[src/rtl/assert_macros.svh]
// Assertion macros for the RTL files that check themselves.
// Needs clk and rst_n in scope where a macro is used.
`ifndef ASSERT_MACROS_SVH
`define ASSERT_MACROS_SVH

// consequent must hold whenever the antecedent does
`define ASSERT_IMP(lbl, ante, cons, msg) \
  lbl: assert property (@(posedge clk) disable iff (!rst_n) (ante) |-> (cons)) \
    else $error(msg);

// consequent must hold in the cycle after the antecedent
`define ASSERT_NEXT(lbl, ante, cons, msg) \
  lbl: assert property (@(posedge clk) disable iff (!rst_n) (ante) |=> (cons)) \
    else $error(msg);

// condition must hold at every edge out of reset
`define ASSERT_ALWAYS(lbl, cond, msg) \
  lbl: assert property (@(posedge clk) disable iff (!rst_n) (cond)) \
    else $error(msg);

`endif

[src/rtl/tsc_pkg.sv]
// Package for the Taylor sine/cosine evaluator: constants, state and command types.
// No dependencies.
`default_nettype none
package tsc_pkg;

  localparam int MAX_TERMS   = 10;
  localparam int FRAC_BITS   = 24;
  localparam int DATA_W      = 32;
  localparam int CFG_W       = 4;

  localparam logic [63:0] TWO_PI_Q60 = 64'h6487ED5110B4611A;
  localparam logic [63:0] TWO_PI_Q64 =
    (TWO_PI_Q60 + (64'd1 << (59 - FRAC_BITS))) >> (60 - FRAC_BITS);

  // reduced magnitude is at most 2*pi, below 2^(FRAC_BITS+3)
  localparam int AX_W        = FRAC_BITS + 3;
  localparam logic [AX_W-1:0] TWO_PI_Q = TWO_PI_Q64[AX_W-1:0];
  // quotient bits of the range reduction
  localparam int QB          = 29 - FRAC_BITS;

  localparam int MAG_W       = 31;
  localparam logic [MAG_W-1:0] MAG_MAX = {MAG_W{1'b1}};
  localparam int PROD_W      = MAG_W + AX_W;
  localparam int DIVD_W      = PROD_W - FRAC_BITS;
  localparam int DIV_STEPS   = 8;
  localparam int DIV_CYC     = (DIVD_W + DIV_STEPS - 1) / DIV_STEPS;
  localparam int DQ_W        = DIV_CYC * DIV_STEPS;
  localparam int K_W         = $clog2(2 * MAX_TERMS);
  localparam int REM_W       = K_W + 1;
  localparam int CNT_MAX     = (QB > DIV_CYC) ? QB : DIV_CYC;
  localparam int CNT_W       = $clog2(CNT_MAX + 1);

  typedef enum logic [2:0] {
    ST_IDLE,
    ST_RED,
    ST_MUL,
    ST_DIV,
    ST_ACC,
    ST_DIFF
  } tsc_state_t;

  typedef struct packed {
    logic           load;
    logic           red;
    logic           mul;
    logic           div;
    logic           acc;
    logic           diff;
    logic [K_W-1:0] k;
  } tsc_cmd_t;

endpackage
`default_nettype wire

[src/rtl/tsc_ctrl.sv]
// Controller of the Taylor sine/cosine evaluator: sequencer, term counter,
// term_count register and result valid. Depends on tsc_pkg.
`default_nettype none
module tsc_ctrl (
  input  wire                         clk,
  input  wire                         rst_n,
  input  wire                         cfg_wr_en,
  input  wire  [tsc_pkg::CFG_W-1:0]   cfg_wr_data,
  input  wire                         in_valid,
  output logic                        in_stall,
  output logic                        out_valid,
  input  wire                         out_stall,
  output tsc_pkg::tsc_cmd_t           cmd
);
  import tsc_pkg::*;

  tsc_state_t       state_r, state_nxt;
  logic [CNT_W-1:0] cnt_r, cnt_nxt;
  logic [K_W-1:0]   k_r, k_nxt;
  logic [K_W-1:0]   kmax_r, kmax_nxt;
  logic [CFG_W-1:0] term_count_r;
  logic             out_valid_r, out_valid_nxt;
  logic [CFG_W-1:0] t_clamp;
  logic [K_W:0]     t_ext;

  always_ff @(posedge clk) begin
    if (!rst_n) begin
      state_r      <= ST_IDLE;
      cnt_r        <= '0;
      k_r          <= '0;
      kmax_r       <= '0;
      term_count_r <= CFG_W'(MAX_TERMS);
      out_valid_r  <= 1'b0;
    end else begin
      state_r     <= state_nxt;
      cnt_r       <= cnt_nxt;
      k_r         <= k_nxt;
      kmax_r      <= kmax_nxt;
      out_valid_r <= out_valid_nxt;
      if (cfg_wr_en) begin
        term_count_r <= cfg_wr_data;
      end
    end
  end

  always_comb begin
    if (term_count_r == '0) begin
      t_clamp = CFG_W'(1);
    end else if (term_count_r > CFG_W'(MAX_TERMS)) begin
      t_clamp = CFG_W'(MAX_TERMS);
    end else begin
      t_clamp = term_count_r;
    end
    t_ext = (K_W+1)'(t_clamp);
  end

  assign in_stall  = (state_r != ST_IDLE);
  assign out_valid = out_valid_r;

  always_comb begin
    state_nxt     = state_r;
    cnt_nxt       = cnt_r;
    k_nxt         = k_r;
    kmax_nxt      = kmax_r;
    out_valid_nxt = out_valid_r && out_stall;
    cmd           = '0;
    cmd.k         = k_r;
    unique case (state_r)
      ST_IDLE: begin
        if (in_valid) begin
          cmd.load  = 1'b1;
          k_nxt     = K_W'(1);
          kmax_nxt  = K_W'((t_ext << 1) - 1'b1);
          cnt_nxt   = CNT_W'(QB - 1);
          state_nxt = ST_RED;
        end
      end
      ST_RED: begin
        cmd.red = 1'b1;
        if (cnt_r == '0) begin
          state_nxt = ST_MUL;
        end else begin
          cnt_nxt = cnt_r - 1'b1;
        end
      end
      ST_MUL: begin
        cmd.mul   = 1'b1;
        cnt_nxt   = CNT_W'(DIV_CYC - 1);
        state_nxt = ST_DIV;
      end
      ST_DIV: begin
        cmd.div = 1'b1;
        if (cnt_r == '0) begin
          state_nxt = ST_ACC;
        end else begin
          cnt_nxt = cnt_r - 1'b1;
        end
      end
      ST_ACC: begin
        cmd.acc = 1'b1;
        if (k_r == kmax_r) begin
          state_nxt = ST_DIFF;
        end else begin
          k_nxt     = k_r + 1'b1;
          state_nxt = ST_MUL;
        end
      end
      ST_DIFF: begin
        if (!out_valid_r || !out_stall) begin
          cmd.diff      = 1'b1;
          out_valid_nxt = 1'b1;
          state_nxt     = ST_IDLE;
        end
      end
      default: begin
        state_nxt = ST_IDLE;
      end
    endcase
  end

endmodule
`default_nettype wire

[src/rtl/tsc_dp.sv]
// Datapath of the Taylor sine/cosine evaluator: range reduction, shared
// multiplier, small divider, saturating accumulators. Depends on tsc_pkg.
`default_nettype none
module tsc_dp (
  input  wire                                clk,
  input  tsc_pkg::tsc_cmd_t                  cmd,
  input  wire  signed [tsc_pkg::DATA_W-1:0]  in_angle,
  output logic signed [tsc_pkg::DATA_W-1:0]  out_sine_value,
  output logic signed [tsc_pkg::DATA_W-1:0]  out_cosine_value,
  output logic signed [tsc_pkg::DATA_W-1:0]  out_sine_minus_cosine,
  output logic                               out_saturated_flag
);
  import tsc_pkg::*;

  logic                     xneg_r;
  logic                     red_do_r;
  logic [DATA_W-1:0]        ax_r;
  logic [DATA_W-1:0]        tq_r;
  logic [MAG_W-1:0]         mag_r;
  logic [DQ_W-1:0]          dq_r;
  logic [REM_W-1:0]         rem_r;
  logic signed [DATA_W-1:0] sine_r;
  logic signed [DATA_W-1:0] cos_r;
  logic                     flag_r;
  logic signed [DATA_W-1:0] o_sine_r, o_cos_r, o_diff_r;
  logic                     o_flag_r;

  logic [DATA_W-1:0]        ax_in;
  logic [PROD_W-1:0]        prod;
  logic [DQ_W-1:0]          dq_nxt;
  logic [REM_W-1:0]         rem_nxt;
  logic                     mag_clip;
  logic [MAG_W-1:0]         mag_c;
  logic                     neg;
  logic signed [DATA_W+1:0] acc_sum;
  logic [DATA_W:0]          acc_sat;
  logic signed [DATA_W+1:0] diff_full;
  logic [DATA_W:0]          diff_sat;

  function automatic logic [DATA_W:0] sat32(input logic signed [DATA_W+1:0] v);
    logic signed [DATA_W+1:0] hi;
    logic signed [DATA_W+1:0] lo;
    hi = (DATA_W+2)'({1'b0, {(DATA_W-1){1'b1}}});
    lo = -hi - (DATA_W+2)'(1);
    if (v > hi) begin
      sat32 = {1'b1, 1'b0, {(DATA_W-1){1'b1}}};
    end else if (v < lo) begin
      sat32 = {1'b1, 1'b1, {(DATA_W-1){1'b0}}};
    end else begin
      sat32 = {1'b0, v[DATA_W-1:0]};
    end
  endfunction

  assign ax_in = in_angle[DATA_W-1] ? (~in_angle + 1'b1) : in_angle;
  assign prod  = PROD_W'(mag_r) * PROD_W'(ax_r[AX_W-1:0]);

  // restoring division by k, DIV_STEPS quotient bits a cycle
  always_comb begin
    rem_nxt = rem_r;
    dq_nxt  = dq_r;
    for (int i = 0; i < DIV_STEPS; i++) begin
      rem_nxt = {rem_nxt[REM_W-2:0], dq_nxt[DQ_W-1]};
      dq_nxt  = {dq_nxt[DQ_W-2:0], 1'b0};
      if (rem_nxt >= REM_W'(cmd.k)) begin
        rem_nxt   = rem_nxt - REM_W'(cmd.k);
        dq_nxt[0] = 1'b1;
      end
    end
  end

  always_comb begin
    mag_clip = (dq_r > DQ_W'(MAG_MAX));
    mag_c    = mag_clip ? MAG_MAX : dq_r[MAG_W-1:0];
    neg      = (xneg_r & cmd.k[0]) ^ cmd.k[1];
    if (neg) begin
      acc_sum = (cmd.k[0] ? (DATA_W+2)'(sine_r) : (DATA_W+2)'(cos_r))
                - (DATA_W+2)'(mag_c);
    end else begin
      acc_sum = (cmd.k[0] ? (DATA_W+2)'(sine_r) : (DATA_W+2)'(cos_r))
                + (DATA_W+2)'(mag_c);
    end
    acc_sat   = sat32(acc_sum);
    diff_full = (DATA_W+2)'(sine_r) - (DATA_W+2)'(cos_r);
    diff_sat  = sat32(diff_full);
  end

  always_ff @(posedge clk) begin
    if (cmd.load) begin
      xneg_r   <= in_angle[DATA_W-1];
      ax_r     <= ax_in;
      red_do_r <= (ax_in > DATA_W'(TWO_PI_Q));
      tq_r     <= DATA_W'(TWO_PI_Q) << (QB - 1);
      mag_r    <= MAG_W'(1) << FRAC_BITS;
      sine_r   <= '0;
      cos_r    <= DATA_W'(1) << FRAC_BITS;
      flag_r   <= 1'b0;
    end
    if (cmd.red) begin
      if (red_do_r && (ax_r >= tq_r)) begin
        ax_r <= ax_r - tq_r;
      end
      tq_r <= tq_r >> 1;
    end
    if (cmd.mul) begin
      dq_r  <= DQ_W'(prod[PROD_W-1:FRAC_BITS]);
      rem_r <= '0;
    end
    if (cmd.div) begin
      dq_r  <= dq_nxt;
      rem_r <= rem_nxt;
    end
    if (cmd.acc) begin
      mag_r <= mag_c;
      if (cmd.k[0]) begin
        sine_r <= acc_sat[DATA_W-1:0];
      end else begin
        cos_r <= acc_sat[DATA_W-1:0];
      end
      flag_r <= flag_r | mag_clip | acc_sat[DATA_W];
    end
    if (cmd.diff) begin
      o_sine_r <= sine_r;
      o_cos_r  <= cos_r;
      o_diff_r <= diff_sat[DATA_W-1:0];
      o_flag_r <= flag_r | diff_sat[DATA_W];
    end
  end

  assign out_sine_value        = o_sine_r;
  assign out_cosine_value      = o_cos_r;
  assign out_sine_minus_cosine = o_diff_r;
  assign out_saturated_flag    = o_flag_r;

endmodule
`default_nettype wire

[src/rtl/taylor_sin_cos_evaluator.sv]
// Taylor-series sine/cosine evaluator, top level. One angle (signed Q8.24) in,
// one result out: sine, cosine, sine minus cosine, clip flag. An item runs
// range reduction first, then per series term (2*T-1 of them for T terms) a
// step on the shared multiplier, a division by k on the 8-bit-per-cycle
// divider and an accumulate, and last moves into the output register.
// A new angle is taken once the previous one has moved into the output register.
// Depends on tsc_pkg, tsc_ctrl, tsc_dp and assert_macros.svh.
`default_nettype none
`include "assert_macros.svh"
module taylor_sin_cos_evaluator (
  input  wire                                clk,
  input  wire                                rst_n,
  input  wire                                cfg_wr_en,
  input  wire  [tsc_pkg::CFG_W-1:0]          cfg_wr_data,
  input  wire                                in_valid,
  output logic                               in_stall,
  input  wire  signed [tsc_pkg::DATA_W-1:0]  in_angle,
  output logic                               out_valid,
  input  wire                                out_stall,
  output logic signed [tsc_pkg::DATA_W-1:0]  out_sine_value,
  output logic signed [tsc_pkg::DATA_W-1:0]  out_cosine_value,
  output logic signed [tsc_pkg::DATA_W-1:0]  out_sine_minus_cosine,
  output logic                               out_saturated_flag
);
  import tsc_pkg::*;

  tsc_cmd_t cmd;

  tsc_ctrl u_ctrl (
    .clk         (clk),
    .rst_n       (rst_n),
    .cfg_wr_en   (cfg_wr_en),
    .cfg_wr_data (cfg_wr_data),
    .in_valid    (in_valid),
    .in_stall    (in_stall),
    .out_valid   (out_valid),
    .out_stall   (out_stall),
    .cmd         (cmd)
  );

  tsc_dp u_dp (
    .clk                   (clk),
    .cmd                   (cmd),
    .in_angle              (in_angle),
    .out_sine_value        (out_sine_value),
    .out_cosine_value      (out_cosine_value),
    .out_sine_minus_cosine (out_sine_minus_cosine),
    .out_saturated_flag    (out_saturated_flag)
  );

  `ASSERT_NEXT(a_busy_after_accept, in_valid && !in_stall, in_stall, "accepted beat not held busy")
  `ASSERT_ALWAYS(a_cmd_onehot, $onehot0({cmd.load, cmd.red, cmd.mul, cmd.div, cmd.acc, cmd.diff}), "overlapping commands")
  `ASSERT_IMP(a_diff_exact, out_valid && !out_saturated_flag, (out_sine_value - out_cosine_value) == out_sine_minus_cosine, "difference wrong without clip")

endmodule
`default_nettype wire

[config.mk]
export PLATFORM = sky130hd
export DESIGN_NAME = taylor_sin_cos_evaluator
export DESIGN_NICKNAME = d
export VERILOG_FILES = /design/src/rtl/tsc_pkg.sv /design/src/rtl/tsc_ctrl.sv /design/src/rtl/tsc_dp.sv /design/src/rtl/taylor_sin_cos_evaluator.sv
export VERILOG_INCLUDE_DIRS = /design/src /design/src/rtl
export SDC_FILE = /design/constraint.sdc
export NUM_CORES = 2
export LEC_CHECK = 0
export BUFFER_PORTS_ARGS = -buffer_cell sky130_fd_sc_hd__buf_2
export CAP_MARGIN = 25
export CORE_AREA = 2 2 312 252
export CTS_BUF_LIST = sky130_fd_sc_hd__clkbuf_16
export DETAILED_ROUTE_END_ITERATION = 7
export DIE_AREA = 0 0 314 254
export MAX_ROUTING_LAYER = met4
export PLACE_DENSITY = 0.74
export SETUP_SLACK_MARGIN = 0.1
export SLEW_MARGIN = 25
export SYNTH_ARGS = -nofsm -noshare
export SYNTH_HDL_FRONTEND = slang
export SYNTH_SLANG_ARGS = --single-unit
[constraint.sdc]
create_clock -name clk -period 29.3 [get_ports clk]
set_input_delay 4.395 -clock clk [delete_from_list [all_inputs] [get_ports clk]]
set_output_delay 4.395 -clock clk [all_outputs]
set_load 0.005 [all_outputs]
-- Word level (Yosys, flattened, before mapping)
Cells that the tools add are included.
- $add $sub $neg: 16
- multiply operators: 1
- magnitude comparators: 16
- equal/unequal tests: 12
- mux-type cells: 67
- bitwise operators: 6
- reduce and logical (&&, ||, !) cells: 19
- operators with widths (operator ; count):
    $mux 32 ; 10
    $mux 33 ; 4
    $mux 31 ; 4
    $mux 40 ; 2
    $gt 34x32->1 const B ; 2
    $lt 34x32->1 const B ; 2
    $mux 34 ; 2
    $mux 5 ; 12
    $mul 31x27->58 ; 1
    $ge 6x5->1 ; 8
    $gt 40x31->1 const B ; 1
    $sub 5x5->5 ; 8
    $add 34x31->34 ; 1
    $sub 34x31->34 ; 1
    $sub 32x32->33 ; 1
    $add 32x1->32 const B ; 1
    $ge 32x31->1 ; 1
    $gt 32x27->1 const B ; 1
    $not 32->32 ; 1
    $sub 32x31->32 ; 1
    $mux 30 ; 1
    $mux 3 ; 7
    $mux 1 ; 20
    $pmux 3 s6 ; 1
    other kinds (27) ; 44
- register bits after elaboration: 324
- input port bits: 41
- output and inout port bits: 99
- logic and storage cells: 158

-- Longest topological paths before layout
- depth in word-level cells: 17
- gate-level depth with buffers: 74
- gate-level depth less buffers: 73

-- Cells and area by module
A second synthesis with hierarchy kept.
- cell total of the unflattened synthesis: 5008
- area total of the unflattened synthesis: 45627.5 sq um
- modules (own cells, without submodules) (module ; times used ; cells an instance ; area each (sq um) ; sequential area each (sq um)):
    tsc_dp ; 1 ; 4876 ; 44407.6 ; 8137.8
    tsc_ctrl ; 1 ; 132 ; 1219.9 ; 420.4

-- Worst setup path after synthesis
Ideal clock, no wire load.
- path kind: register to register
- start: register u_ctrl.k_r[1]
- end: register u_dp.rem_r[0], data pin
- library setup time: 0.256 ns
- arrival: 13.731 ns
- required time: 29.044 ns
- slack: 15.313 ns
- cell stages (with the launch flop): 70
- buffers on the path: 2
- period minus slack after synthesis: 13.987 ns
- path through: dfxtp_1 > inv_1 > fa_1 > a211o_1 > nand3_1 > o211a_1 > mux2_2 > ha_1 > nand2b_1 > a21oi_1 > and2_1 > or3_1 > buf_2 > mux2_1 > inv_1 > ha_1 > nand2b_1 > a21oi_1 > [34 not listed] > nor2b_1 > o21ai_0 > nand2b_1 > a41oi_1 > o21bai_1 > inv_1 > o2111ai_2 > nand2_1 > mux2i_1 > fa_1 > a21o_1 > a21oi_1 > nand2_1 > a21o_1 > nor2_1 > and3_1 > nor2_1 > o211a_1
- cells in the longest elaborated chain, start to end: 17
- elaborated cells between the ends (all ways): 24
- those cells by class: add/sub (7); order compare (8); mux (9)
- RTL lines (item ; RTL line ; text):
    start, declared ; tsc_ctrl.sv:19 ; logic [K_W-1:0] k_r, k_nxt;
    start signal, assigned ; tsc_ctrl.sv:37 ; k_r <= k_nxt;
    $sub 5x5->5 or $ge 6x5->1 (tied branches) ; tsc_dp.sv:65, tsc_dp.sv:64 ;
    $mux 5 ; tsc_dp.sv:64 ; if (rem_nxt >= REM_W'(cmd.k)) begin
    $sub 5x5->5 or $ge 6x5->1 (tied branches) ; tsc_dp.sv:65, tsc_dp.sv:64 ;
    $mux 5 ; tsc_dp.sv:64 ;
    $sub 5x5->5 or $ge 6x5->1 (tied branches) ; tsc_dp.sv:65, tsc_dp.sv:64 ;
    $mux 5 ; tsc_dp.sv:64 ;
    $sub 5x5->5 or $ge 6x5->1 (tied branches) ; tsc_dp.sv:65, tsc_dp.sv:64 ;
    $mux 5 ; tsc_dp.sv:64 ;
    $ge 6x5->1 or $sub 5x5->5 (tied branches) ; tsc_dp.sv:64, tsc_dp.sv:65 ;
    $mux 5 ; tsc_dp.sv:64 ;
    $sub 5x5->5 or $ge 6x5->1 (tied branches) ; tsc_dp.sv:65, tsc_dp.sv:64 ;
    $mux 5 ; tsc_dp.sv:64 ;
    $sub 5x5->5 or $ge 6x5->1 (tied branches) ; tsc_dp.sv:65, tsc_dp.sv:64 ;
    $mux 5 ; tsc_dp.sv:64 ;
    $ge 6x5->1 * ; tsc_dp.sv:64 ;
    $mux 5 * ; tsc_dp.sv:64 ;
    $mux 5 * ; tsc_dp.sv:108 ; if (cmd.div) begin
    end signal, assigned ; tsc_dp.sv:110 ; rem_r <= rem_nxt;
    end, declared ; tsc_dp.sv:21 ; logic [REM_W-1:0] rem_r;
Mark *: on every way between the ends. The rest lies on a longest branch, timed or not.
A chain may end at the register's enable or synchronous reset.

-- Worst setup path after layout
- start: register u_ctrl.k_r[1]
- end: register u_dp.rem_r[2], data pin
- cells in the longest elaborated chain, start to end: 17
- elaborated cells between the ends (all ways): 25
- those cells by class: add/sub (8); order compare (8); mux (9)
- RTL lines (item ; RTL line):
    $sub 5x5->5 or $ge 6x5->1 (tied branches) ; tsc_dp.sv:65, tsc_dp.sv:64
    $mux 5 ; tsc_dp.sv:64
    $sub 5x5->5 or $ge 6x5->1 (tied branches) ; tsc_dp.sv:65, tsc_dp.sv:64
    $mux 5 ; tsc_dp.sv:64
    $sub 5x5->5 or $ge 6x5->1 (tied branches) ; tsc_dp.sv:65, tsc_dp.sv:64
    $mux 5 ; tsc_dp.sv:64
    $sub 5x5->5 or $ge 6x5->1 (tied branches) ; tsc_dp.sv:65, tsc_dp.sv:64
    $mux 5 ; tsc_dp.sv:64
    $ge 6x5->1 or $sub 5x5->5 (tied branches) ; tsc_dp.sv:64, tsc_dp.sv:65
    $mux 5 ; tsc_dp.sv:64
    $sub 5x5->5 or $ge 6x5->1 (tied branches) ; tsc_dp.sv:65, tsc_dp.sv:64
    $mux 5 ; tsc_dp.sv:64
    $ge 6x5->1 or $sub 5x5->5 (tied branches) ; tsc_dp.sv:64, tsc_dp.sv:65
    $mux 5 ; tsc_dp.sv:64
    $sub 5x5->5 or $ge 6x5->1 (tied branches) ; tsc_dp.sv:65, tsc_dp.sv:64
    $mux 5 * ; tsc_dp.sv:64
    $mux 5 * ; tsc_dp.sv:108
Marks and branches as above.

==> results.tsv <==
metric	value	unit
Syn Nets	6153	
Core ar.	0.07663	sq mm
Filler Cells Inserted	6420	
fmax	0.06373	GHz
Post-synth EDFFs	207	
Hold Slack	469.1	ps
H-tree lvl count	2	
Slew Limit Fails	0	
ys flop type	edfxtp_1	
WL per Instance	19.31	um
cts repair resizes	0	
sequential area share after synthesis	18.79	%
FF-to-FF path depth	68	
Relative slew margins	28.86	%
Final Cycle Share	53.55	%
1st-pass router iterations	6	
Starting Density	59.44	%
Max Cap Viol	0	
ys async rst share	0	%
Cell variety after synth	84	
area of the multi-input gates	0.03266	sq mm
register area	0.008572	sq mm
arrival time worst endpoint	16010	ps
routability-driven placement congestion ratio	0.9284	
CP endpoint kind	register	
setup_tns	0	ps
CTS tree	done	
dpl hpwl	89.51	mm
via/cell ratio	5.794	
Setup Skew	18.76	ps
Final min period	15690	ps
Reg clk slew, reported paths	60	ps
CP max stage delay	580	ps
WHS Path Cells	0	
vias after detailed routing	35330	
# setup viols final	0	
global route overflow	0	
Worst Path Required	29620	ps
commonest non-fill, non-tap cell in the layout	inv_1	
all-layer global routing usage	31.62	%
Iter 0 DRT Violations	2769	
routed wire length	117.8	mm
Post-layout nets	6155	
Die ar.	0.07976	sq mm
number of remaining DRC errors	0	
# IOs	140	
Cells after Synth	5044	
cell mode on critical path	inv_1	
DRT antenna net count	0	
layout cells sized above 1	6.445	%
Hold Path Class	register to register	
Area growth syn-to-layout	6.296	%
initial antenna violation count	1	
Post CTS Setup Buffer Count	0	
WS Path Type	register to register	
largest net degree at the start of global routing	84	
Cell Area, Placed	0.04723	sq mm
worst slew pin tran	1060	ps
worst-path maximum fanout	12	
final core occ	63.18	%
Yosys warnings	0	
CP Launch Type	register	
num rows	91	
vias in the first global route	36190	
Yosys reg bits	324	
worst-skew pair later-pin latency	570	ps
Final Cell Area	0.04842	sq mm
Max Buffers Root-to-Sink	3	
CTS Sinks	324	
Die Ht	254	um
most frequent cells in the layout	inv_1 (918), nand2_1 (881), fa_1 (734), ha_1 (334), nor2_1 (208)	
CTS Hold Bufs	0	
Mapped Area	0.04555	sq mm
Fin. Hold Viols	0	
number of port buffers	139	
Clock Root Buffer	clkbuf_16	
global-route wire length before repair	194.0	mm
outcome	complete, no violations	
unrepaired setup endpoints after global routing	no	
cell at the slowest stage of the critical path	fa_1	
CTS Buf Count	37	
Post-Syn Area per Cell	9.030	sq um
Die Wd	314	um
registers in the layout, indices dropped and copies added, names as in the netlist, 3 cells and up:
name                        flops
u_dp.sine_r                    32
u_ctrl.term_count_r             4
u_ctrl.kmax_r                   5
u_dp.cos_r                     32
u_ctrl.cnt_r                    3
u_dp.rem_r                      5
u_dp.dq_r                      40
u_dp.tq_r                      31
u_dp.mag_r                     31
u_ctrl.k_r                      5
u_ctrl.state_r                  3
u_dp.ax_r                      32
u_dp.out_sine_value            32
u_dp.out_cosine_value          32
u_dp.out_sine_minus_cosine     32
worst max-delay path, delay by kind of cell (launching register included):
kind	cells	cell delay [ps]
buf+inv	7	830
mux	5	1810
fa+ha+maj	8	2840
compound gates	27	5870
simple gates	21	3740
flops	1	320
cell type report:
| type | instances | share of cell area (%) |
|---|---|---|
| inverter | 909 | 7.047 |
| clock buffer | 38 | 1.964 |
| clock inverter | 29 | 0.4703 |
| tap | 1023 | 2.644 |
| sequential | 324 | 17.71 |
| timing repair buffer | 221 | 2.716 |
| antenna | 1 | 0.005169 |
| multi-input combinational | 3553 | 67.45 |
Yosys cell counts, drive strengths merged (8+ instances only):
master / instances / area share (%)
edfxtp: 207 / 14
nor3: 40 / 0.44
a211oi: 13 / 0.23
o21ai: 190 / 2.1
a221o: 62 / 1.4
or3: 16 / 0.22
a31oi: 20 / 0.27
nor4: 14 / 0.24
clkbuf: 243 / 2.0
a21o: 85 / 1.4
o311a: 8 / 0.18
nand4: 16 / 0.22
a21oi: 188 / 2.1
mux2i: 22 / 0.49
o22ai: 8 / 0.14
or2: 12 / 0.16
o31ai: 29 / 0.48
nand2: 881 / 7.3
a211o: 10 / 0.19
nor2b: 25 / 0.34
xnor2: 101 / 1.9
xor2: 82 / 1.6
fa: 734 / 32
mux2: 10 / 0.25
inv: 907 / 7.5
and3: 20 / 0.27
maj3: 8 / 0.18
dfxtp: 117 / 5.1
nand3: 32 / 0.35
o211ai: 39 / 0.65
ha: 334 / 9.2
o21bai: 17 / 0.28
buf: 15 / 0.15
and2: 174 / 2.4
nor2: 212 / 1.7
nand2b: 32 / 0.44
o21a: 26 / 0.43
per-stage QoR:
| stage | std cells | worst slack [ps] |
|---|---|---|
| after global routing | 6098 | 12390 |
| after floorplan | 5044 | 15310 |
| final | 6098 | 13610 |
| after detailed placement | 6030 | 13740 |
| after CTS | 6097 | 13690 |
| after global placement | 6030 | 13810 |
logic make-up after synthesis:
kind of cell / after synthesis / share of synthesized area, %
simple gates: 1504 / 14.65
buf+inv: 1167 / 9.639
fa+ha+maj: 1076 / 41.61
compound gates: 758 / 11.05
flops: 324 / 18.79
xor+xnor: 183 / 3.519
mux: 32 / 0.7389
path summary, 6_finish.rpt:
path | start | to | slack [ps]
setup reg to reg | u_ctrl.k_r[1] | u_dp.rem_r[2] | 13610
setup / recovery | u_ctrl.k_r[1] | u_dp.rem_r[2] | 13610
hold reg to reg | u_dp.cos_r[13] | u_dp.out_cosine_value[13] | 470
hold / removal | u_dp.cos_r[13] | u_dp.out_cosine_value[13] | 470
metal layers:
layer	vias up	part of all wire [%]	track usage, %
li1	16030	-	-
met1	17650	43	44.44
met2	1457	45	47.90
met3	192	9.4	5.280
met4	0	2.6	8.161
met5	-	0	-
Power is left out: the tool's default activity adds up to more than one toggle a clock period on the data nets, which glitch-free logic cannot reach.
